### config.mk
export PLATFORM = sky130hd
export DESIGN_NAME = xrg_back
export DESIGN_NICKNAME = d
export VERILOG_FILES = /design/src/sv/xrg_pkg.sv /design/src/sv/xrg_back.sv
export SDC_FILE = /design/constraint.sdc
export NUM_CORES = 2
export LEC_CHECK = 0
export BUFFER_PORTS_ARGS = -buffer_cell sky130_fd_sc_hd__clkbuf_2
export CELL_PAD_IN_SITES_DETAIL_PLACEMENT = 0
export CELL_PAD_IN_SITES_GLOBAL_PLACEMENT = 1
export CORE_ASPECT_RATIO = 1.1
export CORE_UTILIZATION = 55
export DETAILED_ROUTE_END_ITERATION = 16
export PLACE_DENSITY = 0.88
export SLEW_MARGIN = 20
export SYNTH_ARGS = -nofsm -noshare
export SYNTH_HDL_FRONTEND = slang
export SYNTH_SLANG_ARGS = --single-unit
### constraint.sdc
create_clock -name clock -period 31.1 [get_ports clock]
set_input_delay 6.22 -clock clock [delete_from_list [all_inputs] [get_ports clock]]
set_output_delay 6.22 -clock clock [all_outputs]
set_load 0.1 [all_outputs]
### src/sv/xrg_pkg.sv
// ----------------------------------------------------------------------------
// xrg_pkg
// Shared types, request codes and constants of the xoshiro256++ generator
// with splitmix64 seeding.
// ----------------------------------------------------------------------------
`timescale 1ns / 1ps

package xrg_pkg;

   // Request codes carried on req_type.
   localparam logic [1:0] REQ_SEED    = 2'd0;
   localparam logic [1:0] REQ_RAW     = 2'd1;
   localparam logic [1:0] REQ_BOUNDED = 2'd2;
   localparam logic [1:0] REQ_FRAC    = 2'd3;

   // Splitmix64 constants.
   localparam logic [63:0] GOLDEN_GAMMA = 64'h9e3779b97f4a7c15;
   localparam logic [63:0] MIX_MUL_A    = 64'hbf58476d1ce4e5b9;
   localparam logic [63:0] MIX_MUL_B    = 64'h94d049bb133111eb;
   localparam int unsigned MIX_SHIFT_A  = 30;
   localparam int unsigned MIX_SHIFT_B  = 27;
   localparam int unsigned MIX_SHIFT_C  = 31;

   // Xoshiro256++ constants.
   localparam int unsigned ROT_OUT   = 23;
   localparam int unsigned SHIFT_T   = 17;
   localparam int unsigned ROT_STATE = 45;
   localparam int unsigned FRAC_DROP = 11;

   // Default depth of the request queue between front and back.
   localparam int unsigned XRG_QUEUE_DEPTH = 4;

   // A classified request as it sits in the queue.
   typedef struct packed {
      logic        is_seed;
      logic [1:0]  kind;
      logic [63:0] seed_value;
      logic [31:0] bound;
   } cmd_type;

   // Back end to seeder: start a seeding run, or take its finished result.
   typedef struct packed {
      logic        start;
      logic [63:0] seed;
      logic        ack;
   } seed_ctl_type;

   // Seeder to back end: status and the state-word write port.
   typedef struct packed {
      logic        busy;
      logic        report;
      logic        wr_en;
      logic [1:0]  wr_idx;
      logic [63:0] wr_data;
   } seed_sts_type;

   // Left rotation by a nonzero amount below 64.
   function automatic logic [63:0] rot_left(input logic [63:0] v, input int unsigned k);
      rot_left = (v << k) | (v >> (64 - k));
   endfunction

endpackage

### src/sv/xrg_back.sv
// ----------------------------------------------------------------------------
// xrg_back
// Holds the four state words, issues draws from the queue and runs them
// through a three-stage result pipeline: sum, rotate and add, finish.
// Seed requests are handed to the seeder and answer zero when it is done.
// ----------------------------------------------------------------------------
`timescale 1ns / 1ps

module xrg_back
   import xrg_pkg::*;
(
   input  logic         clock,
   input  logic         reset,
   input  logic         head_valid,
   input  cmd_type      head,
   output logic         pop,
   output seed_ctl_type ctl,
   input  seed_sts_type sts,
   output logic         rsp_valid,
   input  logic         rsp_stall,
   output logic [63:0]  rsp_value
);

   logic [63:0] gen_ff [4];
   logic [63:0] gen_in [4];
   logic        advance;
   logic        issue_draw;
   logic        inject_seed;
   logic [63:0] t_word;
   logic [63:0] mix2, mix3;

   logic        s1_valid_ff, s1_valid_in;
   logic [1:0]  s1_kind_ff, s1_kind_in;
   logic [63:0] s1_sum_ff;
   logic [63:0] s1_w0_ff;
   logic [31:0] s1_bound_ff;

   logic        s2_valid_ff;
   logic [1:0]  s2_kind_ff;
   logic [63:0] s2_r_ff;
   logic [31:0] s2_bound_ff;

   logic        rsp_valid_ff;
   logic [63:0] rsp_value_ff, rsp_value_in;
   logic [63:0] bnd_prod;

   // The pipeline moves whenever the output register is free or drained.
   assign advance     = !rsp_valid_ff || !rsp_stall;
   assign issue_draw  = head_valid && !head.is_seed && !sts.busy && advance;
   assign inject_seed = sts.report && advance;

   // Seeder control.
   always_comb begin
      ctl.start = head_valid && head.is_seed && !sts.busy;
      ctl.seed  = head.seed_value;
      ctl.ack   = inject_seed;
   end

   assign pop = ctl.start || issue_draw;

   // Next state words: seeder writes, or one xoshiro256++ step.
   always_comb begin
      t_word = gen_ff[1] << SHIFT_T;
      mix2   = gen_ff[2] ^ gen_ff[0];
      mix3   = gen_ff[3] ^ gen_ff[1];
      for (int i = 0; i < 4; i++) begin
         gen_in[i] = gen_ff[i];
      end
      if (sts.wr_en) begin
         gen_in[sts.wr_idx] = sts.wr_data;
      end else if (issue_draw) begin
         gen_in[0] = gen_ff[0] ^ mix3;
         gen_in[1] = gen_ff[1] ^ mix2;
         gen_in[2] = mix2 ^ t_word;
         gen_in[3] = rot_left(mix3, ROT_STATE);
      end
   end

   always_ff @(posedge clock) begin
      for (int i = 0; i < 4; i++) begin
         gen_ff[i] <= gen_in[i];
      end
   end

   // First stage takes either a draw or the zero answer of a seed request.
   always_comb begin
      s1_valid_in = issue_draw || inject_seed;
      s1_kind_in  = inject_seed ? REQ_SEED : head.kind;
   end

   // Pipeline control.
   always_ff @(posedge clock) begin
      if (reset) begin
         s1_valid_ff  <= 1'b0;
         s2_valid_ff  <= 1'b0;
         rsp_valid_ff <= 1'b0;
      end else if (advance) begin
         s1_valid_ff  <= s1_valid_in;
         s2_valid_ff  <= s1_valid_ff;
         rsp_valid_ff <= s2_valid_ff;
      end
   end

   // Pipeline datapath.
   always_ff @(posedge clock) begin
      if (advance) begin
         s1_kind_ff   <= s1_kind_in;
         s1_sum_ff    <= gen_ff[0] + gen_ff[3];
         s1_w0_ff     <= gen_ff[0];
         s1_bound_ff  <= head.bound;
         s2_kind_ff   <= s1_kind_ff;
         s2_r_ff      <= rot_left(s1_sum_ff, ROT_OUT) + s1_w0_ff;
         s2_bound_ff  <= s1_bound_ff;
         rsp_value_ff <= rsp_value_in;
      end
   end

   // Final shaping of the draw.
   assign bnd_prod = {32'd0, s2_r_ff[63:32]} * {32'd0, s2_bound_ff};

   always_comb begin
      unique case (s2_kind_ff)
         REQ_SEED:    rsp_value_in = '0;
         REQ_RAW:     rsp_value_in = s2_r_ff;
         REQ_BOUNDED: rsp_value_in = {32'd0, bnd_prod[63:32]};
         REQ_FRAC:    rsp_value_in = s2_r_ff >> FRAC_DROP;
         default:     rsp_value_in = '0;
      endcase
   end

   assign rsp_valid = rsp_valid_ff;
   assign rsp_value = rsp_value_ff;

`ifndef ASSERT_OFF
   // Seeding and drawing never touch the state words in the same cycle.
   a_no_write_clash: assert property (@(posedge clock) disable iff (reset)
      sts.wr_en |-> !issue_draw)
      else $error("seed write collides with a draw");

   // A bounded draw with a nonzero bound lands below that bound.
   a_bound_range: assert property (@(posedge clock) disable iff (reset)
      (advance && s2_valid_ff && (s2_kind_ff == REQ_BOUNDED) && (s2_bound_ff != '0))
      |=> ((rsp_value_ff[63:32] == '0) && (rsp_value_ff[31:0] < $past(s2_bound_ff))))
      else $error("bounded draw out of range");
`endif

endmodule

==> reports/metrics.yaml <==
synth:
  netlist.area_leader.share_pct: 28.5
  syn_area_um2: 63000
  synthArstFlopShare_pct: 0
  synth.area.top_cells: "fa_1 28%, edfxtp_1 28%, ha_1 7.7%"
  synth_edf_count: 580
  syn-instance-count: 5985
  synth_nets: 7440
  ys.flop_type: "edfxtp_1"
  ys_warn_count: 0
  ys_seq_elements: 583
  synth_top_area_cell: "fa_1"
  syn_avg_cell_area_um2: 10.5
  synthDistinctLibCells: 86
  ys_seq_area_share_pct: 27.7
worst_setup_path:
  endpoint_kind: "output pin"
  cp.required_ns: 24.88
  arrival_ns: 7.83
  r2r-start: "s2_r_ff[43]$_DFFE_PN_"
  reg2reg_to: "rsp_value[30]$_SDFFCE_PN0N_"
  worstRegToRegCells: 24
  critPathMaxFanout: 69
  start_kind: "primary input"
  ff2ff_setup_slack_ns: 21.60
  critPathKind: "in2out"
timing:
  maxClockFrequency_ghz: 0.0712
  maxSlewHeadroom_pct: 25.1
  timing.setup.tns_ns: 0
  tightest_slew_ns: 1.12
  finalSetupViolCount: 0
  fin_skew_ns: 0.0454
  holdWs_ns: 0.385
  fin_crit_sh_pct: 45.2
  min_period_ns: 14.05
  hold_viol: 0
  rsz0062_at_grt: "no"
  drv_slew: 0
clock_tree:
  cts_buffer_depth: 3
  cts_buffers: 68
  insertion_delay_ns: 0.67
  cts_tree: "built"
  hold_buffers: 0
  post_cts_buffers: 0
  cts-resized-gates: 0
  root_buffer: "clkbuf_16"
  clock-sinks: 583
  ctsHtreeMaxLevel: 3
  clk_pin_slew_worst_paths_ns: 0.07
layout:
  drive_gt1_share_pct: 7.11
  area_delta_synth_final_pct: 6.37
  nets: 7414
  nFillCells: 9588
  stdcell_count: 7517
detailed_routing:
  drt_first_pass_iters: 6
  finalWirelength_mm: 187
  via_per_inst: 5.90
  drtIter0Drc: 3916
  route.detailed.drc: 0
  avgRoutedWirePerCell_um: 24.8
  ant_nets: 0
  via_count: 44400
placement:
  gp_congestion: 0.980
  io_buffers: 175
  dp_hpwl_mm: 136
  placed_cells: 7394
die:
  coreArea_um2: 113000
  start_util_pct: 55.8
  dieArea_um2: 116000
  chipHeight_um: 357
  io_pins: 304
  die_x_um: 325
  num_rows: 129
global_route:
  grt_use_total_pct: 32.9
  grt_max_degree: 102
  grt_pass1_wl_mm: 284
  grt_antenna_before_repair: 8
  overflow: 0
  grt_pass1_vias: 47000
worst_hold_path:
  min_path_cells: 0
  min_from: "s1_bound_ff[1]$_DFFE_PN_"
  hold_path.class: "reg2reg"
  whs_endpoint: "s2_bound_ff[1]$_DFFE_PN_"
flow_run:
  cap_violations: 0
status:
  status: "finished, final reports clean"
[synthesized netlist by cell type (82+ instances only)]
library cell and n:
nand2_1 713, clkbuf_1 274, ha_1 386, inv_1 792
a21o_1 100, a22o_1 82, xor2_1 179, o21ai_0 273
and2_1 641, edfxtp_1 580, a21oi_1 174, fa_1 897
xnor2_1 277
[final cells by class]
| cell class | count | area, µm² | share of cell area, % |
|---|---|---|---|
| diodes | 2 | 5.00 | 0.00747 |
| clock buffers | 81 | 1770 | 2.64 |
| clock inverters | 39 | 425 | 0.635 |
| inverters | 792 | 2970 | 4.44 |
| multi-input cells | 4253 | 41000 | 61.1 |
| flip-flops and latches | 583 | 17500 | 26.1 |
| well taps | 1506 | 1880 | 2.81 |
| repair buffers | 261 | 1530 | 2.28 |
[worst max path at each step]
stage / from / end / slack, ns
finish: rsp_stall / ctl[0] / 17.05
global route: rsp_stall / ctl[0] / 16.93
CTS: rsp_stall / ctl[0] / 17.02
detailed placement: rsp_stall / ctl[0] / 17.02
global placement: rsp_stall / ctl[0] / 17.05
floorplan: rsp_stall / pop / 10.37
[registers in the layout, indices dropped and copies added (netlist names)]
| name | flops |
|---|---|
| s1_sum_ff | 64 |
| s1_valid_ff | 1 |
| s2_valid_ff | 1 |
| s2_bound_ff | 32 |
| s1_kind_ff | 2 |
| s1_w0_ff | 64 |
| s1_bound_ff | 32 |
| rsp_valid | 1 |
| s2_r_ff | 64 |
| s2_kind_ff | 2 |
| gen_ff | 256 |
| rsp_value | 64 |
[per-stage QoR]
stage               util [%]  instance area [µm²]  setup WS (ns)
finish                  59.3                67000          17.05
global route            59.3                67000          16.93
global placement        57.4                64800          17.05
CTS                     59.3                67000          17.02
floorplan                  -                63000          10.37
detailed placement      57.4                64800          17.02
[cells by family (layout without fill, tap and decap cells)]
logic type | after synthesis | in the layout | share of synthesized area (%)
other | 0 | 2 | 0
multiplexers | 55 | 55 | 0.937
AO/OA/AOI/OAI | 832 | 832 | 8.51
adder cells (fa/ha/maj) | 1283 | 1283 | 36.2
AND/OR/NAND/NOR | 1627 | 1627 | 13.0
buffers and inverters | 1149 | 1173 | 7.31
XOR/XNOR | 456 | 456 | 6.34
flip-flops | 583 | 583 | 27.7
[metal layers]
layer | part of all wire, % | up-vias | GRT usage [%]
met5 | 0.019 | - | 0
met4 | 6.6 | 6 | 19.7
met3 | 8.4 | 473 | 5.39
met2 | 48 | 2213 | 54.3
met1 | 37 | 22400 | 41.1
li1 | - | 19200 | -
[worst max-delay path: stages]
cell,delay [ns]
clkbuf_2,0.12
nand2_4,0.70
and2_1,0.30
clkbuf_2,0.48
[layout by cell type, fill, tap and decap left out, drive strengths merged, types with 68 or more instances in the layout]
master  synthesis  routed
fa            897     897
inv           792     796
nand2         713     713
and2          641     641
edfxtp        580     580
ha            386     386
o21ai         281     281
xnor2         277     277
clkbuf        276     255
xor2          179     179
a21oi         175     175
a21o          104     104
buf            79      87
a22o           82      82
nor2           68      68
Power is left out: the tool's default activity adds up to more than one toggle a clock period on the data nets, which glitch-free logic cannot reach.
