<file path="src/sv/xrg_pkg.sv">
// ----------------------------------------------------------------------------
// xrg_pkg
// Shared types, request codes and constants of the xoshiro256++ generator
// with splitmix64 seeding.
// ----------------------------------------------------------------------------
`timescale 1ns / 1ps

package xrg_pkg;

   // Request codes carried on req_type.
   localparam logic [1:0] REQ_SEED    = 2'd0;
   localparam logic [1:0] REQ_RAW     = 2'd1;
   localparam logic [1:0] REQ_BOUNDED = 2'd2;
   localparam logic [1:0] REQ_FRAC    = 2'd3;

   // Splitmix64 constants.
   localparam logic [63:0] GOLDEN_GAMMA = 64'h9e3779b97f4a7c15;
   localparam logic [63:0] MIX_MUL_A    = 64'hbf58476d1ce4e5b9;
   localparam logic [63:0] MIX_MUL_B    = 64'h94d049bb133111eb;
   localparam int unsigned MIX_SHIFT_A  = 30;
   localparam int unsigned MIX_SHIFT_B  = 27;
   localparam int unsigned MIX_SHIFT_C  = 31;

   // Xoshiro256++ constants.
   localparam int unsigned ROT_OUT   = 23;
   localparam int unsigned SHIFT_T   = 17;
   localparam int unsigned ROT_STATE = 45;
   localparam int unsigned FRAC_DROP = 11;

   // Default depth of the request queue between front and back.
   localparam int unsigned XRG_QUEUE_DEPTH = 4;

   // A classified request as it sits in the queue.
   typedef struct packed {
      logic        is_seed;
      logic [1:0]  kind;
      logic [63:0] seed_value;
      logic [31:0] bound;
   } cmd_type;

   // Back end to seeder: start a seeding run, or take its finished result.
   typedef struct packed {
      logic        start;
      logic [63:0] seed;
      logic        ack;
   } seed_ctl_type;

   // Seeder to back end: status and the state-word write port.
   typedef struct packed {
      logic        busy;
      logic        report;
      logic        wr_en;
      logic [1:0]  wr_idx;
      logic [63:0] wr_data;
   } seed_sts_type;

   // Left rotation by a nonzero amount below 64.
   function automatic logic [63:0] rot_left(input logic [63:0] v, input int unsigned k);
      rot_left = (v << k) | (v >> (64 - k));
   endfunction

endpackage

</file>
<file path="src/sv/xrg_seeder.sv">
// ----------------------------------------------------------------------------
// xrg_seeder
// Splitmix64 sequencer that fills the four state words from a seed. One
// shared 32x32 multiplier forms each 64-bit product from three partial
// products.
// ----------------------------------------------------------------------------
`timescale 1ns / 1ps

module xrg_seeder
   import xrg_pkg::*;
(
   input  logic         clock,
   input  logic         reset,
   input  seed_ctl_type ctl,
   output seed_sts_type sts
);

   localparam logic [1:0] SQ_IDLE = 2'd0;
   localparam logic [1:0] SQ_MIX  = 2'd1;
   localparam logic [1:0] SQ_DONE = 2'd2;

   // Reset runs the sequence for seed zero.
   localparam logic [63:0] RESET_Z = GOLDEN_GAMMA;
   localparam logic [63:0] RESET_M = GOLDEN_GAMMA ^ (GOLDEN_GAMMA >> MIX_SHIFT_A);

   logic [1:0]  state_ff, state_in;
   logic [1:0]  phase_ff, phase_in;
   logic        sel_ff, sel_in;
   logic [1:0]  idx_ff, idx_in;
   logic        report_ff, report_in;
   logic [63:0] z_ff, z_in;
   logic [63:0] m_ff, m_in;
   logic [63:0] acc_ff, acc_in;
   logic [63:0] prod_ff, prod_in;
   logic [63:0] mul_const;
   logic [31:0] op_a, op_b;
   logic [63:0] fin;
   logic [63:0] z_next;

   // Operand selection for the shared multiplier.
   always_comb begin
      mul_const = sel_ff ? MIX_MUL_B : MIX_MUL_A;
      unique case (phase_ff)
         2'd1: begin
            op_a = m_ff[63:32];
            op_b = mul_const[31:0];
         end
         2'd2: begin
            op_a = m_ff[31:0];
            op_b = mul_const[63:32];
         end
         default: begin
            op_a = m_ff[31:0];
            op_b = mul_const[31:0];
         end
      endcase
      prod_in = {32'd0, op_a} * {32'd0, op_b};
   end

   // Final product and the next splitmix counter value.
   assign fin    = acc_ff + {prod_ff[31:0], 32'd0};
   assign z_next = z_ff + GOLDEN_GAMMA;

   // Sequencer.
   always_comb begin
      state_in  = state_ff;
      phase_in  = phase_ff;
      sel_in    = sel_ff;
      idx_in    = idx_ff;
      report_in = report_ff;
      z_in      = z_ff;
      m_in      = m_ff;
      acc_in    = acc_ff;
      unique case (state_ff)
         SQ_IDLE: begin
            if (ctl.start) begin
               z_in      = ctl.seed + GOLDEN_GAMMA;
               m_in      = z_in ^ (z_in >> MIX_SHIFT_A);
               state_in  = SQ_MIX;
               phase_in  = 2'd0;
               sel_in    = 1'b0;
               idx_in    = 2'd0;
               report_in = 1'b1;
            end
         end
         SQ_MIX: begin
            phase_in = phase_ff + 2'd1;
            unique case (phase_ff)
               2'd0: acc_in = acc_ff;
               2'd1: acc_in = prod_ff;
               2'd2: acc_in = fin;
               default: begin
                  if (!sel_ff) begin
                     m_in   = fin ^ (fin >> MIX_SHIFT_B);
                     sel_in = 1'b1;
                  end else if (idx_ff == 2'd3) begin
                     state_in = report_ff ? SQ_DONE : SQ_IDLE;
                  end else begin
                     idx_in = idx_ff + 2'd1;
                     z_in   = z_next;
                     m_in   = z_next ^ (z_next >> MIX_SHIFT_A);
                     sel_in = 1'b0;
                  end
               end
            endcase
         end
         SQ_DONE: begin
            if (ctl.ack) begin
               state_in  = SQ_IDLE;
               report_in = 1'b0;
            end
         end
         default: begin
            state_in = SQ_IDLE;
         end
      endcase
   end

   always_ff @(posedge clock) begin
      if (reset) begin
         state_ff  <= SQ_MIX;
         phase_ff  <= 2'd0;
         sel_ff    <= 1'b0;
         idx_ff    <= 2'd0;
         report_ff <= 1'b0;
         z_ff      <= RESET_Z;
         m_ff      <= RESET_M;
      end else begin
         state_ff  <= state_in;
         phase_ff  <= phase_in;
         sel_ff    <= sel_in;
         idx_ff    <= idx_in;
         report_ff <= report_in;
         z_ff      <= z_in;
         m_ff      <= m_in;
      end
   end

   // Datapath registers of the multiplication.
   always_ff @(posedge clock) begin
      acc_ff  <= acc_in;
      prod_ff <= prod_in;
   end

   // Status and the state-word write port.
   always_comb begin
      sts.busy    = (state_ff != SQ_IDLE);
      sts.report  = (state_ff == SQ_DONE);
      sts.wr_en   = (state_ff == SQ_MIX) && (phase_ff == 2'd3) && sel_ff;
      sts.wr_idx  = idx_ff;
      sts.wr_data = fin ^ (fin >> MIX_SHIFT_C);
   end

`ifndef ASSERT_OFF
   // A new seeding run starts only when the previous one is finished.
   a_start_idle: assert property (@(posedge clock) disable iff (reset)
      ctl.start |-> (state_ff == SQ_IDLE))
      else $error("seeding started while busy");
`endif

endmodule

</file>
<file path="config.mk">
export PLATFORM = sky130hd
export DESIGN_NAME = xrg_seeder
export DESIGN_NICKNAME = d
export VERILOG_FILES = /design/src/sv/xrg_pkg.sv /design/src/sv/xrg_seeder.sv
export SDC_FILE = /design/constraint.sdc
export NUM_CORES = 2
export LEC_CHECK = 0
export ABC_AREA = 1
export BUFFER_PORTS_ARGS = -buffer_cell sky130_fd_sc_hd__buf_2
export CAP_MARGIN = 0
export CELL_PAD_IN_SITES_DETAIL_PLACEMENT = 0
export CELL_PAD_IN_SITES_GLOBAL_PLACEMENT = 1
export CORE_UTILIZATION = 49
export CTS_CLUSTER_SIZE = 30
export DETAILED_ROUTE_END_ITERATION = 6
export GPL_ROUTABILITY_DRIVEN = 0
export PLACE_DENSITY_LB_ADDON = 0.1
export REMOVE_ABC_BUFFERS = 1
export SYNTH_ARGS = -nofsm -noshare
export SYNTH_HDL_FRONTEND = slang
export SYNTH_SLANG_ARGS = --single-unit
</file>
<file path="constraint.sdc">
create_clock -name clock -period 9.96 [get_ports clock]
set_input_delay 0 -clock clock [delete_from_list [all_inputs] [get_ports clock]]
set_output_delay 0 -clock clock [all_outputs]
set_load 0.05 [all_outputs]
</file>
==> qor.tcl <==
set qor(outcome) {finished, violations left}
set qor(failed_checks) {DRC}
set qor(synthesis.area_per_instance_um2) 7.42
set qor(worstSkewPairLatency_ns) 0.59
set qor(clock-root-buffer) {sky130_fd_sc_hd__clkbuf_16}
set qor(groute.usage.overall_pct) 42.6
set qor(slowest_delay_ns) 0.82
set qor(synth_enable_flop_cells) 64
set qor(crit_buf_inv) 8
set qor(pin_count) 137
set qor(detailroute.via_count) 47133
set qor(layout-drive-gt1-share_pct) 7.30
set qor(nNetsFinal) 8218
set qor(syn_inst) 6843
set qor(filler_cell_count) 10277
set qor(worst_clock_skew_ns) 0.0319
set qor(max_slew.worst_pin.slew_ns) 1.28
set qor(synth_async_sr_flop_share_pct) 0
set qor(io_buffers) 136
set qor(drv_slew) 0
set qor(clock_tree.buffer_depth) 3
set qor(totalWireLength_mm) 222
set qor(clk_pin_slew_worst_paths_ns) 0.07
set qor(cp.arrival_ns) 9.77
set qor(yosysSeqAreaShare_pct) 11.7
set qor(layout.cells.most_common) {sky130_fd_sc_hd__inv_1}
set qor(core_area_um2) 102000
set qor(numPlacedInstances) 8283
set qor(tritoncts) {built}
set qor(start_util_pct) 49.6
set qor(synthesis.area_um2) 50800
set qor(drt-wirelength-per-cell_um) 26.6
set qor(vias_in_the_first_global_route) 47532
set qor(layout.cells.most_common_list) {sky130_fd_sc_hd__inv_1, sky130_fd_sc_hd__nand2_1, sky130_fd_sc_hd__fa_1}
set qor(timing.critical_path.to_type) {flip-flop}
set qor(synthesis_stage_register_bit_count) 264
set qor(grt_max_degree) 70
set qor(post_cts_buffers) 0
set qor(timing.max_slew.rel_slack_pct) 14.0
set qor(fp-row-count) 117
set qor(criticalPathCategory) {flip-flop to flip-flop}
set qor(max_freq_mhz) 108
set qor(die_height_um) 324
set qor(drv.max_cap_violation_count) 0
set qor(grt_antenna_before_repair) 4
set qor(route.antenna.remaining_nets) 0
set qor(die_x_um) 324
set qor(dominantRegCellSynth) {sky130_fd_sc_hd__dfxtp_1}
set qor(global_route_wire_length_before_repair_mm) 318
set qor(numClockSinks) 264
set qor(startpoint_type) {flip-flop}
set qor(utilization_pct) 53.3
set qor(dieArea_um2) 105000
set qor(synth_cell_types) 60
set qor(via_per_inst) 5.64
set qor(globalRoute.totalOverflow) 0
set qor(critical_path_peak_fanout) 25
set qor(finalHoldViolCount) 0
set qor(critical_path_required_ns) 10.44
set qor(detailed_router_s_first_iteration_violation_count) 4863
set qor(hold_class) {primary input to flip-flop}
set qor(finalWorstSetupSlack_ns) 0.667
set qor(htree_levels) 2
set qor(syn2layout_area_growth_pct) 7.42
set qor(setup.reg_to_reg.worst_slack_ns) 0.67
set qor(timing.final.crit_period_ns) 9.29
set qor(drt-pass1-iter-count) 7
set qor(critical-path-slowest-cell) {sky130_fd_sc_hd__fa_1}
set qor(final_cell_count_no_fill) 8355
set qor(grt_setup_unrepaired) {no}
set qor(cts.repair.resized) 0
set qor(preCtsSetupSlack_ns) 0.762
set qor(finalSetupViolCount) 0
set qor(finalCritPeriodShare_pct) 93.3
set qor(post-route-drc-count) 28
set qor(critPathTopFamily) {adder cells}
set qor(synthesis.yosys.warnings) 0
set qor(post-dp-hpwl_mm) 190
set qor(tritoncts.num_buffers) 34
==> area by class of cell <==
type	instances	area, um2	area share [%]
multi-input combinational	4833	38300	70.2
inverter	1583	5950	10.9
sequential	264	5930	10.9
tap	1368	1710	3.14
timing repair buffer	245	1530	2.80
clock buffer	45	985	1.81
clock inverter	16	153	0.280
antenna	1	2.50	0.00459
==> cells in the mapped netlist (3+ instances only) <==
cell	instances	area (um2)
sky130_fd_sc_hd__xnor2_1	35	307
sky130_fd_sc_hd__buf_1	18	67.6
sky130_fd_sc_hd__nor3_1	45	225
sky130_fd_sc_hd__buf_2	33	165
sky130_fd_sc_hd__a31oi_1	40	250
sky130_fd_sc_hd__nor2_4	14	158
sky130_fd_sc_hd__o21bai_1	19	143
sky130_fd_sc_hd__ha_1	387	4840
sky130_fd_sc_hd__o21ai_0	231	1160
sky130_fd_sc_hd__nor2_2	35	219
sky130_fd_sc_hd__nand3_2	6	60.1
sky130_fd_sc_hd__o21ai_2	11	96.3
sky130_fd_sc_hd__edfxtp_1	64	1920
sky130_fd_sc_hd__a21oi_1	281	1410
sky130_fd_sc_hd__o2111ai_1	6	52.6
sky130_fd_sc_hd__nand2_4	4	45.0
sky130_fd_sc_hd__o22ai_1	6	37.5
sky130_fd_sc_hd__nor3_2	9	90.1
sky130_fd_sc_hd__o21a_1	13	97.6
sky130_fd_sc_hd__clkinv_1	13	48.8
sky130_fd_sc_hd__nand4_1	35	219
sky130_fd_sc_hd__o211ai_1	37	278
sky130_fd_sc_hd__or2_1	5	31.3
sky130_fd_sc_hd__fa_1	802	16100
sky130_fd_sc_hd__nand3_1	361	1810
sky130_fd_sc_hd__nand3b_1	28	210
sky130_fd_sc_hd__nor2_1	698	2620
sky130_fd_sc_hd__or2_2	18	113
sky130_fd_sc_hd__and3_1	4	25.0
sky130_fd_sc_hd__nand2_1	1393	5230
sky130_fd_sc_hd__inv_2	48	180
sky130_fd_sc_hd__a21o_1	14	105
sky130_fd_sc_hd__nand2_2	33	206
sky130_fd_sc_hd__inv_1	1521	5710
sky130_fd_sc_hd__a21oi_2	7	61.3
sky130_fd_sc_hd__nor4_1	9	56.3
sky130_fd_sc_hd__o221ai_1	3	26.3
sky130_fd_sc_hd__a211oi_1	3	22.5
sky130_fd_sc_hd__xor2_1	145	1270
sky130_fd_sc_hd__dfxtp_1	200	4000
sky130_fd_sc_hd__xor2_2	9	146
sky130_fd_sc_hd__o21ai_1	63	315
sky130_fd_sc_hd__and2_1	4	25.0
sky130_fd_sc_hd__clkbuf_1	110	413
==> timing repair <==
item / 4_1_cts / 5_1_grt
setup endpoints to repair: 0 / 0
hold endpoints to repair: 26 / 0
hold buffers: 10 / 0
==> path summary, 6_finish.rpt <==
kind                     from           to  cells past startpoint
hold / removal         ctl[9]      m_ff[8]                      5
setup reg to reg  phase_ff[1]  prod_ff[57]                     31
hold reg to reg      m_ff[43]     m_ff[43]                      2
setup / recovery  phase_ff[1]  prod_ff[57]                     31
==> cell families (layout without fill, tap and decap cells) <==
family                   after synthesis  after routing  share of synthesized area, %
XOR/XNOR                             191            191                          3.46
buffers and inverters               1746           1889                          13.0
AND/OR/NAND/NOR                     2708           2708                          22.5
adder cells (fa/ha/maj)             1189           1189                          41.2
AO/OA/AOI/OAI                        745            745                          8.20
flip-flops                           264            264                          11.7
other                                  0              1                             0
==> registers in the layout, indices dropped and copies added (netlist names) <==
name,cells
report_ff,1
m_ff,64
prod_ff,64
state_ff,2
idx_ff,2
sel_ff,1
acc_ff,64
phase_ff,2
z_ff,64
==> metrics by stage <==
step	area, um2	hold slack [ns]	setup TNS [ns]
floorplan	50100	0.0691	-22.79
global placement	53300	0.300	0
detailed placement	53300	0.303	0
CTS	54500	0.00117	0
global route	54500	0.0421	0
finish	54500	0.0159	0
==> tightest hold or removal path, cell delays in order <==
cell                       delay [ns]
sky130_fd_sc_hd__buf_2           0.12
sky130_fd_sc_hd__xor2_1          0.10
sky130_fd_sc_hd__nand3b_1        0.10
sky130_fd_sc_hd__a21oi_1         0.09
sky130_fd_sc_hd__a21oi_1         0.16
==> metal layers <==
| metal | global-route usage [%] | up-vias | routed length, um |
|---|---|---|---|
| li1 | - | 21102 | - |
| met1 | 47.7 | 22642 | 77800 |
| met2 | 68.0 | 2496 | 99900 |
| met3 | 7.23 | 891 | 17200 |
| met4 | 42.2 | 2 | 27100 |
| met5 | 0.463 | - | 19 |
Power is left out: the tool's default activity adds up to more than one toggle a clock period on the data nets, which glitch-free logic cannot reach.
