===== src/sv/xrg_pkg.sv =====
// ----------------------------------------------------------------------------
// xrg_pkg
// Shared types, request codes and constants of the xoshiro256++ generator
// with splitmix64 seeding.
// ----------------------------------------------------------------------------
`timescale 1ns / 1ps

package xrg_pkg;

   // Request codes carried on req_type.
   localparam logic [1:0] REQ_SEED    = 2'd0;
   localparam logic [1:0] REQ_RAW     = 2'd1;
   localparam logic [1:0] REQ_BOUNDED = 2'd2;
   localparam logic [1:0] REQ_FRAC    = 2'd3;

   // Splitmix64 constants.
   localparam logic [63:0] GOLDEN_GAMMA = 64'h9e3779b97f4a7c15;
   localparam logic [63:0] MIX_MUL_A    = 64'hbf58476d1ce4e5b9;
   localparam logic [63:0] MIX_MUL_B    = 64'h94d049bb133111eb;
   localparam int unsigned MIX_SHIFT_A  = 30;
   localparam int unsigned MIX_SHIFT_B  = 27;
   localparam int unsigned MIX_SHIFT_C  = 31;

   // Xoshiro256++ constants.
   localparam int unsigned ROT_OUT   = 23;
   localparam int unsigned SHIFT_T   = 17;
   localparam int unsigned ROT_STATE = 45;
   localparam int unsigned FRAC_DROP = 11;

   // Default depth of the request queue between front and back.
   localparam int unsigned XRG_QUEUE_DEPTH = 4;

   // A classified request as it sits in the queue.
   typedef struct packed {
      logic        is_seed;
      logic [1:0]  kind;
      logic [63:0] seed_value;
      logic [31:0] bound;
   } cmd_type;

   // Back end to seeder: start a seeding run, or take its finished result.
   typedef struct packed {
      logic        start;
      logic [63:0] seed;
      logic        ack;
   } seed_ctl_type;

   // Seeder to back end: status and the state-word write port.
   typedef struct packed {
      logic        busy;
      logic        report;
      logic        wr_en;
      logic [1:0]  wr_idx;
      logic [63:0] wr_data;
   } seed_sts_type;

   // Left rotation by a nonzero amount below 64.
   function automatic logic [63:0] rot_left(input logic [63:0] v, input int unsigned k);
      rot_left = (v << k) | (v >> (64 - k));
   endfunction

endpackage


===== src/sv/xrg_front.sv =====
// ----------------------------------------------------------------------------
// xrg_front
// Accepts requests, classifies them and holds them in a short queue that
// the back end drains at its own pace.
// ----------------------------------------------------------------------------
`timescale 1ns / 1ps

module xrg_front
   import xrg_pkg::*;
#(
   parameter int unsigned DEPTH = XRG_QUEUE_DEPTH
) (
   input  logic        clock,
   input  logic        reset,
   input  logic        req_valid,
   output logic        req_stall,
   input  logic [1:0]  req_type,
   input  logic [63:0] req_seed_value,
   input  logic [31:0] req_bound,
   output logic        head_valid,
   output cmd_type     head,
   input  logic        pop
);

   localparam int unsigned PTR_W = (DEPTH > 1) ? $clog2(DEPTH) : 1;
   localparam int unsigned CNT_W = $clog2(DEPTH + 1);

   cmd_type            queue_ff [DEPTH];
   logic [PTR_W-1:0]   wr_ptr_ff, wr_ptr_in;
   logic [PTR_W-1:0]   rd_ptr_ff, rd_ptr_in;
   logic [CNT_W-1:0]   count_ff, count_in;
   logic               push;
   cmd_type            cmd;

   // Classify the incoming request.
   always_comb begin
      cmd.is_seed    = (req_type == REQ_SEED);
      cmd.kind       = req_type;
      cmd.seed_value = req_seed_value;
      cmd.bound      = req_bound;
   end

   // Handshake: a transfer happens whenever the queue has room.
   assign req_stall  = (count_ff == CNT_W'(DEPTH));
   assign push       = req_valid && !req_stall;
   assign head_valid = (count_ff != '0);
   assign head       = queue_ff[rd_ptr_ff];

   // Pointer and fill count updates.
   always_comb begin
      wr_ptr_in = wr_ptr_ff;
      rd_ptr_in = rd_ptr_ff;
      count_in  = count_ff;
      if (push) begin
         wr_ptr_in = (wr_ptr_ff == PTR_W'(DEPTH - 1)) ? '0 : wr_ptr_ff + PTR_W'(1);
      end
      if (pop) begin
         rd_ptr_in = (rd_ptr_ff == PTR_W'(DEPTH - 1)) ? '0 : rd_ptr_ff + PTR_W'(1);
      end
      if (push && !pop) begin
         count_in = count_ff + CNT_W'(1);
      end else if (pop && !push) begin
         count_in = count_ff - CNT_W'(1);
      end
   end

   always_ff @(posedge clock) begin
      if (reset) begin
         wr_ptr_ff <= '0;
         rd_ptr_ff <= '0;
         count_ff  <= '0;
      end else begin
         wr_ptr_ff <= wr_ptr_in;
         rd_ptr_ff <= rd_ptr_in;
         count_ff  <= count_in;
      end
   end

   // Queue storage.
   always_ff @(posedge clock) begin
      if (push) begin
         queue_ff[wr_ptr_ff] <= cmd;
      end
   end

`ifndef ASSERT_OFF
   // The back end only takes an entry that is there.
   a_pop_nonempty: assert property (@(posedge clock) disable iff (reset)
      pop |-> (count_ff != '0))
      else $error("queue popped while empty");
`endif

endmodule


===== config.mk =====
export PLATFORM = sky130hd
export DESIGN_NAME = xrg_front
export DESIGN_NICKNAME = d
export VERILOG_FILES = /design/src/sv/xrg_pkg.sv /design/src/sv/xrg_front.sv
export SDC_FILE = /design/constraint.sdc
export NUM_CORES = 1
export LEC_CHECK = 0
export BUFFER_PORTS_ARGS = -buffer_cell sky130_fd_sc_hd__buf_2
export CAP_MARGIN = 20
export CORE_MARGIN = 2
export CORE_UTILIZATION = 59
export CTS_BUF_LIST = sky130_fd_sc_hd__clkbuf_4 sky130_fd_sc_hd__clkbuf_8
export DETAILED_ROUTE_END_ITERATION = 8
export PLACE_DENSITY_LB_ADDON = 0.25
export SETUP_SLACK_MARGIN = 0.05
export SYNTH_ARGS = -nofsm -noshare
export SYNTH_HDL_FRONTEND = slang
export SYNTH_SLANG_ARGS = --single-unit

===== constraint.sdc =====
create_clock -name clock -period 4 [get_ports clock]
set_input_delay 0.6 -clock clock [delete_from_list [all_inputs] [get_ports clock]]
set_output_delay 0.6 -clock clock [all_outputs]
set_load 0.03 [all_outputs]

==> results of run 1 <==
[worst max path at each step]
stage,from,end,depth (start not counted)
final,register,head[96],3
after global routing,register,head[96],3
after CTS,register,head[96],3
after detailed placement,register,head[96],3
after global placement,register,head[96],3
after floorplan,count_ff[0]$_SDFFE_PP0P_,queue_ff[0][0]$_DFFE_PP_,3
[stage by stage]
step	area, sq um	setup slack, ns	std cells	total power [W]	hold slack [ns]
floorplan	14700	0.543	568	0.00629	0.461
global placement	16200	1.45	1085	0.00671	0.473
detailed placement	16200	1.43	1085	0.00679	0.492
CTS	17400	0.757	1193	0.0100	0.173
global route	17400	0.669	1196	0.0103	0.191
finish	17400	0.864	1199	0.00994	0.219
[cell type report]
cell class	count	share of cell area [%]
sequential	405	69.4
multi-input combinational	133	14.4
antenna	6	0.0863
clock inverter	20	0.827
inverter	6	0.129
tap	324	2.33
clock buffer	88	6.10
timing repair buffer	217	6.68
[state kept, by name, summed over array words and instances, names as in the netlist, named ones only]
name / flops
count_ff: 3
queue_ff: 396
rd_ptr_ff: 2
wr_ptr_ff: 2
[placed cells by master, fill, tap and decap left out, types with 3 or more instances in the layout]
| cell | synthesis | routed |
|---|---|---|
| buf_4 | 1 | 12 |
| inv_1 | 5 | 5 |
| diode_2 | 0 | 6 |
| clkbuf_8 | 0 | 64 |
| edfxtp_1 | 396 | 396 |
| nor2_1 | 6 | 6 |
| clkinv_2 | 0 | 7 |
| ha_1 | 6 | 6 |
| buf_12 | 0 | 3 |
| a21oi_1 | 3 | 3 |
| buf_2 | 11 | 202 |
| clkbuf_4 | 0 | 24 |
| mux4_2 | 99 | 99 |
| dfxtp_1 | 9 | 7 |
| and3_4 | 0 | 4 |
| clkinv_1 | 0 | 9 |
[power by group through the flow]
| stage | registers [W] | clock network [W] | logic (W) |
|---|---|---|---|
| detailed placement | 0.00530 | 0 | 0.00149 |
| global route | 0.00524 | 0.00353 | 0.00156 |
| finish | 0.00521 | 0.00327 | 0.00147 |
| global placement | 0.00526 | 0 | 0.00145 |
| CTS | 0.00521 | 0.00334 | 0.00149 |
| floorplan | 0.00526 | 0 | 0.00102 |
[cells by family after synthesis]
family	after synthesis	share of synthesized area, %
adder cells (fa/ha/maj)	7	0.646
multiplexers	101	15.3
flip-flops	405	82.0
AO/OA/AOI/OAI	6	0.221
buffers and inverters	30	1.09
XOR/XNOR	2	0.119
AND/OR/NAND/NOR	17	0.621
[routing by layer]
metal | up-vias | global-route usage, % | part of all wire [%]
met5 | - | 0 | 0.047
met4 | 2 | 8.29 | 2.7
met3 | 61 | 5.57 | 7.3
met2 | 261 | 35.2 | 51
met1 | 3550 | 28.1 | 39
li1 | 2968 | - | -
[critical path: stages, from the launching register on]
cell and delay (ns):
dfxtp_4 0.73, buf_12 0.37, mux4_2 0.59, buf_2 0.20
==> results.json, run 1 <==
{
  "status": "complete, no violations",
  "cts_max_path_buffers": 3,
  "root_buffer": "clkbuf_8",
  "rsz0062_at_grt": "false",
  "start_util_pct": 60.3,
  "critPathKind": "register to primary output",
  "place.gp.congestion": 0.747,
  "syn_avg_cell_area_sq_um": 25.9,
  "required_ns": 3.40,
  "clock_sinks": 405,
  "ff2ff_path_depth": 3,
  "die_x_um": 162,
  "seq_area_frac_synth_pct": 82.0,
  "cts_tree": "built",
  "hold_depth": 1,
  "synthToLayoutAreaGrowth_pct": 18.2,
  "ioPinCount": 203,
  "clkPwrFrac_pct": 32.9,
  "num_rows": 57,
  "cts.clk_slew.worst_paths_ns": 0.06,
  "post_cts_buffers": 0,
  "final_nets": 932,
  "drc_errors": 0,
  "power_frac_seq_pct": 52.4,
  "hp-start": "req_seed_value[31]",
  "wire_per_inst_um": 22.8,
  "hold_viol": 0,
  "worstMarginPinSlew_ns": 0.818,
  "dp_hpwl_um": 17300,
  "yosys-top-cells-area": "edfxtp_1, mux4_2, dfxtp_1, ha_1, buf_2",
  "overflow": 0,
  "die_area_sq_mm": 0.0262,
  "syn_nets": 677,
  "antenna_found_initial": 6,
  "synthArstFlopShare_pct": 0,
  "relSlewSlack_pct": 45.5,
  "period_needed_ns": 3.14,
  "leakage_nw": 5.92,
  "critical_path_arrival_ns": 2.54,
  "crit_fanout": 39,
  "setup_viol": 0,
  "grt_pass1_wl_um": 42100,
  "register_area_sq_mm": 0.0121,
  "synth_top_area_cell": "edfxtp_1",
  "hp-class": "input port to register",
  "period_share_pct": 78.4,
  "detail-route-antenna-nets": 0,
  "yosysWarningCount": 0,
  "rr_endpoint": "queue_ff[1][25]$_DFFE_PP_",
  "synth_edf_count": 396,
  "synth_cell_type_count": 24,
  "end_kind": "primary output",
  "drv_slew": 0,
  "viasPerCell": 5.71,
  "synth_most_common_cell": "edfxtp_1",
  "multiInputGateArea_sq_mm": 0.00251,
  "n_fill_cell": 1487,
  "worstSkewPairLatency_ns": 0.59,
  "ys_ff_latch": 405,
  "core_area_sq_mm": 0.0244,
  "power.share.switching_pct": 25.5,
  "ir_worst_vdd_mv": 0.383,
  "portBuffers": 202,
  "skew_ns": 0.0295,
  "fmax_mhz": 319,
  "grt_pass1_vias": 7580,
  "netlist_instances": 568,
  "die_y_um": 162,
  "synth_top_cells_by_count": "edfxtp_1, mux4_2, buf_2",
  "drtIter0Drc": 488,
  "max-cap-violations": 0,
  "hold_end": "queue_ff[2][63]$_DFFE_PP_",
  "drive_above_1_share_pct": 48.6,
  "p_switching_w": 0.00253,
  "share_comb_of_total_power_pct": 14.7,
  "intPower_w": 0.00741,
  "routed-via-count": 6842,
  "netlist_area_sq_mm": 0.0147,
  "regToRegSetupSlack_ns": 1.73,
  "fin_util_pct": 71.3,
  "gr-usage-all-layers_pct": 21.4,
  "totalWireLength_um": 27400,
  "setup_tns_ns": 0,
  "p_per_area_mw_per_mm2": 571,
  "synth_flop_cell": "edfxtp_1",
  "synth_top_area_share_pct": 80.8,
  "cts.repair.resized": 0,
  "cts_hold_buffers": 0,
  "h-tree-depth": 2,
  "worst_setup_path_start_kind": "register",
  "grt_max_degree": 52,
  "firstDrtPassIters": 4,
  "cts_made_buffers": 60,
  "r2r_start": "count_ff[0]$_SDFFE_PP0P_"
}
Power figures use the tool's default switching activity.
==> run 2, diff against run 1 <==
==> constraint.sdc (replaced) <==
create_clock -name clock -period 2.95 [get_ports clock]
set_input_delay 0.4425 -clock clock [delete_from_list [all_inputs] [get_ports clock]]
set_output_delay 0.4425 -clock clock [all_outputs]
set_load 0.03 [all_outputs]
==> results.json, run 2 (synthesis gave the netlist of run 1 again) <==
{
  "final_nets": 942,
  "regMostFlops": "queue_ff",
  "hold_viol": 0,
  "cts_tree": "built",
  "firstDrtPassIters": 4,
  "setup_tns_ns": 0,
  "period_share_pct": 90.9,
  "timing.critical_path.buf_inv": 2,
  "ir_worst_vdd_mv": 0.590,
  "detail-route-antenna-nets": 0,
  "regToRegSetupSlack_ns": 0.71,
  "post_cts_buffers": 0,
  "ioPinCount": 203,
  "place_inst": 1095,
  "drive_above_1_share_pct": 48.7,
  "place_area_sq_mm": 0.0164,
  "cts_hold_buffers": 0,
  "grt_max_degree": 45,
  "rsz0062_at_grt": "false",
  "die_y_um": 162,
  "leakage_nw": 5.96,
  "period_needed_ns": 2.68,
  "h-tree-depth": 2,
  "relSlewSlack_pct": 52.7,
  "final_common_cell": "edfxtp_1",
  "end_kind": "primary output",
  "critPathKind": "register to primary output",
  "skew_ns": 0.0168,
  "drtIter0Drc": 559,
  "die_area_sq_mm": 0.0262,
  "fin_util_pct": 71.7,
  "root_buffer": "clkbuf_8",
  "overflow": 0,
  "drc_errors": 0,
  "critical-path-top-delay-family": "flip-flops",
  "cts_max_path_buffers": 3,
  "viasPerCell": 5.65,
  "cpPeakStageDelay_ns": 0.64,
  "layout_common_cells": "edfxtp_1, buf_2, mux4_2",
  "register_area_sq_mm": 0.0121,
  "antenna_found_initial": 7,
  "gr-usage-all-layers_pct": 21.0,
  "dp_hpwl_um": 17200,
  "cts_made_buffers": 60,
  "place_ws_ns": 0.699,
  "worstSkewPairLatency_ns": 0.58,
  "fmax_mhz": 373,
  "p_per_area_mw_per_mm2": 755,
  "setup_slack_ns": 0.268,
  "setup_viol": 0,
  "totalWireLength_um": 26900,
  "crit_fanout": 21,
  "top_regs": "queue_ff (396), count_ff (3)",
  "worstMarginPinSlew_ns": 0.709,
  "clock_sinks": 405,
  "largest_reg_flops": 396,
  "max-cap-violations": 0,
  "synthToLayoutAreaGrowth_pct": 18.8,
  "wire_per_inst_um": 22.4,
  "cts.clk_slew.worst_paths_ns": 0.06,
  "critical_path_arrival_ns": 2.24,
  "multiInputGateArea_sq_mm": 0.00251,
  "num_rows": 57,
  "required_ns": 2.51,
  "routed-via-count": 6801,
  "core_area_sq_mm": 0.0244,
  "die_x_um": 162,
  "start_util_pct": 60.3,
  "place.gp.congestion": 0.759,
  "worst_setup_path_start_kind": "register",
  "hp-class": "input port to register",
  "stdcell_count": 1203,
  "cts.repair.resized": 0,
  "grt_pass1_wl_um": 41100,
  "portBuffers": 202,
  "drv_slew": 0,
  "worst_path_max_delay_cell": "dfxtp_4",
  "n_fill_cell": 1508,
  "fin_area_sq_mm": 0.0175,
  "crit_chain": "buf_4 -> mux4_2 -> buf_2",
  "status": "complete, no violations",
  "grt_pass1_vias": 7351
}
## run 2: worst reg2reg max path, cell delays in order (launching register included)
cell and delay [ns]:
dfxtp_1 0.41, or3b_1 0.27, inv_2 0.07, nor2_1 0.16, ha_1 0.23, inv_1 0.08, fa_1 0.37, xor2_1 0.16
or3_1 0.31, a21oi_1 0.14
## run 2: final cells by class
type / count / share of cell area, %
Tap cell: 324 / 2.32
Timing Repair Buffer: 227 / 7.79
Clock buffer: 86 / 5.88
Clock inverter: 16 / 0.386
Inverter: 6 / 0.129
Antenna cell: 6 / 0.0859
Sequential cell: 405 / 69.1
Multi-Input combinational cell: 133 / 14.3
## run 2: through the flow
stage,power (W),hold slack [ns]
2_1_floorplan,0.00849,0.461
3_3_place_gp,0.00916,0.471
3_5_place_dp,0.00925,0.487
4_1_cts,0.0133,0.0340
5_1_grt,0.0137,0.0396
6_report,0.0132,0.0791
## run 2: worst paths after layout
kind / start / end / cells after the start
min reg2reg: count_ff[2]$_SDFFE_PP0P_ / count_ff[2]$_SDFFE_PP0P_ / 2
max reg2reg: count_ff[0]$_SDFFE_PP0P_ / count_ff[2]$_SDFFE_PP0P_ / 9
min: req_seed_value[27] / queue_ff[0][59]$_DFFE_PP_ / 1
max: register / head[4] / 3
## run 2: where the power goes
group          switching (W)  internal (W)
Combinational        0.00132      0.000735
Sequential          0.000155       0.00689
Clock                0.00188       0.00221
## run 2: routing by layer
metal / vias to the layer above / track usage (%) / routed length, um
met1: 3527 / 27.9 / 10800
met4: 2 / 6.84 / 510
met2: 238 / 34.1 / 13500
li1: 2990 / - / -
met5: - / 0 / 13
met3: 44 / 6.46 / 2080
==> run 3, diff against run 2 <==
--- a/config.mk
+++ b/config.mk
@@ -7,9 +7,10 @@
 export LEC_CHECK = 0
 export BUFFER_PORTS_ARGS = -buffer_cell sky130_fd_sc_hd__buf_2
 export CAP_MARGIN = 20
+export CELL_PAD_IN_SITES_DETAIL_PLACEMENT = 1
+export CELL_PAD_IN_SITES_GLOBAL_PLACEMENT = 1
 export CORE_MARGIN = 2
-export CORE_UTILIZATION = 59
-export CTS_BUF_LIST = sky130_fd_sc_hd__clkbuf_4 sky130_fd_sc_hd__clkbuf_8
+export CORE_UTILIZATION = 50
 export DETAILED_ROUTE_END_ITERATION = 8
 export PLACE_DENSITY_LB_ADDON = 0.25
 export SETUP_SLACK_MARGIN = 0.05
==> results.json, run 3 (synthesis gave the netlist of run 1 again) <==
{
  "register_area_sq_mm": 0.0121,
  "fmax_mhz": 372,
  "drv_slew": 0,
  "max-cap-violations": 0,
  "firstDrtPassIters": 4,
  "critPathKind": "register to primary output",
  "final_common_cell": "edfxtp_1",
  "end_kind": "primary output",
  "power_frac_seq_pct": 50.1,
  "hp-start": "req_seed_value[25]",
  "worstSkewPairLatency_ns": 0.53,
  "period_share_pct": 91.1,
  "critical_path_arrival_ns": 2.25,
  "cts_made_buffers": 42,
  "hp-class": "input port to register",
  "fin_area_sq_mm": 0.0176,
  "p_per_area_mw_per_mm2": 798,
  "gr-usage-all-layers_pct": 19.9,
  "antenna_found_initial": 8,
  "ioPinCount": 203,
  "largest_reg_flops": 396,
  "status": "complete, no violations",
  "overflow": 0,
  "p_switching_w": 0.00352,
  "root_buffer": "clkbuf_16",
  "power.share.switching_pct": 25.1,
  "required_ns": 2.51,
  "cts_max_path_buffers": 3,
  "totalWireLength_um": 29800,
  "routed-via-count": 6702,
  "drtIter0Drc": 427,
  "cts_tree": "built",
  "viasPerCell": 5.47,
  "start_util_pct": 51.0,
  "r2r_start": "count_ff[0]$_SDFFE_PP0P_",
  "cts.clk_slew.worst_paths_ns": 0.06,
  "place.gp.congestion": 0.700,
  "clock_sinks": 405,
  "die_area_sq_mm": 0.0308,
  "setup_tns_ns": 0,
  "synthToLayoutAreaGrowth_pct": 19.6,
  "dp_hpwl_um": 18400,
  "leakage_nw": 5.92,
  "relSlewSlack_pct": 50.8,
  "grt_max_degree": 76,
  "detail-route-antenna-nets": 0,
  "skew_ns": 0.00749,
  "cts_hold_buffers": 0,
  "hold_ws_ns": 0.130,
  "setup_viol": 0,
  "core_area_sq_mm": 0.0289,
  "period_needed_ns": 2.69,
  "final_nets": 912,
  "rsz0062_at_grt": "false",
  "ir_worst_vdd_mv": 0.611,
  "share_comb_of_total_power_pct": 14.6,
  "layout_common_cells": "edfxtp_1, buf_2, mux4_2",
  "portBuffers": 202,
  "drc_errors": 0,
  "multiInputGateArea_sq_mm": 0.00251,
  "grt_pass1_wl_um": 45800,
  "crit_fanout": 75,
  "regMostFlops": "queue_ff",
  "h-tree-depth": 2,
  "die_x_um": 176,
  "cts.repair.resized": 0,
  "die_y_um": 176,
  "place_area_sq_mm": 0.0163,
  "post_cts_buffers": 0,
  "num_rows": 62,
  "intPower_w": 0.0105,
  "drive_above_1_share_pct": 44.8,
  "wire_per_inst_um": 24.3,
  "n_fill_cell": 2451,
  "top_regs": "queue_ff (396), count_ff (3)",
  "worstMarginPinSlew_ns": 0.738,
  "clkPwrFrac_pct": 35.3,
  "worst_setup_path_start_kind": "register",
  "hold_viol": 0,
  "grt_pass1_vias": 7619
}
[run 3: cell type report]
type | instances | share of cell area, %
Sequential cell | 405 | 68.6
Antenna cell | 8 | 0.114
Clock buffer | 57 | 6.65
Timing Repair Buffer | 215 | 6.80
Multi-Input combinational cell | 133 | 14.2
Clock inverter | 18 | 0.725
Tap cell | 384 | 2.73
Inverter | 6 | 0.128
[run 3: critical path: stages, from the launching register on]
cell	delay [ns]
dfxtp_4	0.35
buf_12	0.46
mux4_2	0.62
buf_2	0.20
[run 3: worst paths after layout]
check,endpoint,slack [ns],cells after the start
setup / recovery,head[16],0.26,3
hold / removal,queue_ff[1][57]$_DFFE_PP_,0.13,1
setup reg to reg,count_ff[2]$_SDFFE_PP0P_,0.57,9
hold reg to reg,count_ff[2]$_SDFFE_PP0P_,0.53,2
[run 3: metal layers]
| layer | global-route usage, % | routed length, um |
|---|---|---|
| met2 | 34.0 | 15400 |
| met1 | 25.5 | 11700 |
| met3 | 4.72 | 1800 |
| met5 | 0 | 0 |
| met4 | 6.61 | 814 |
[run 3: metrics by stage]
step | util, % | total power (W) | setup slack, ns | cells
2_1_floorplan | - | 0.00849 | 0.609 | 568
3_3_place_gp | 56.4 | 0.00913 | 0.793 | 1143
3_5_place_dp | 56.4 | 0.00925 | 0.559 | 1143
4_1_cts | 60.9 | 0.0142 | 0.215 | 1218
5_1_grt | 61.0 | 0.0145 | 0.140 | 1221
6_report | 61.0 | 0.0141 | 0.262 | 1226
[run 3: power groups by stage]
stage | combinational, W | clock [W] | sequential [W]
global placement | 0.00202 | 0 | 0.00711
global route | 0.00218 | 0.00528 | 0.00708
floorplan | 0.00139 | 0 | 0.00711
finish | 0.00205 | 0.00496 | 0.00704
detailed placement | 0.00209 | 0 | 0.00716
CTS | 0.00210 | 0.00507 | 0.00704
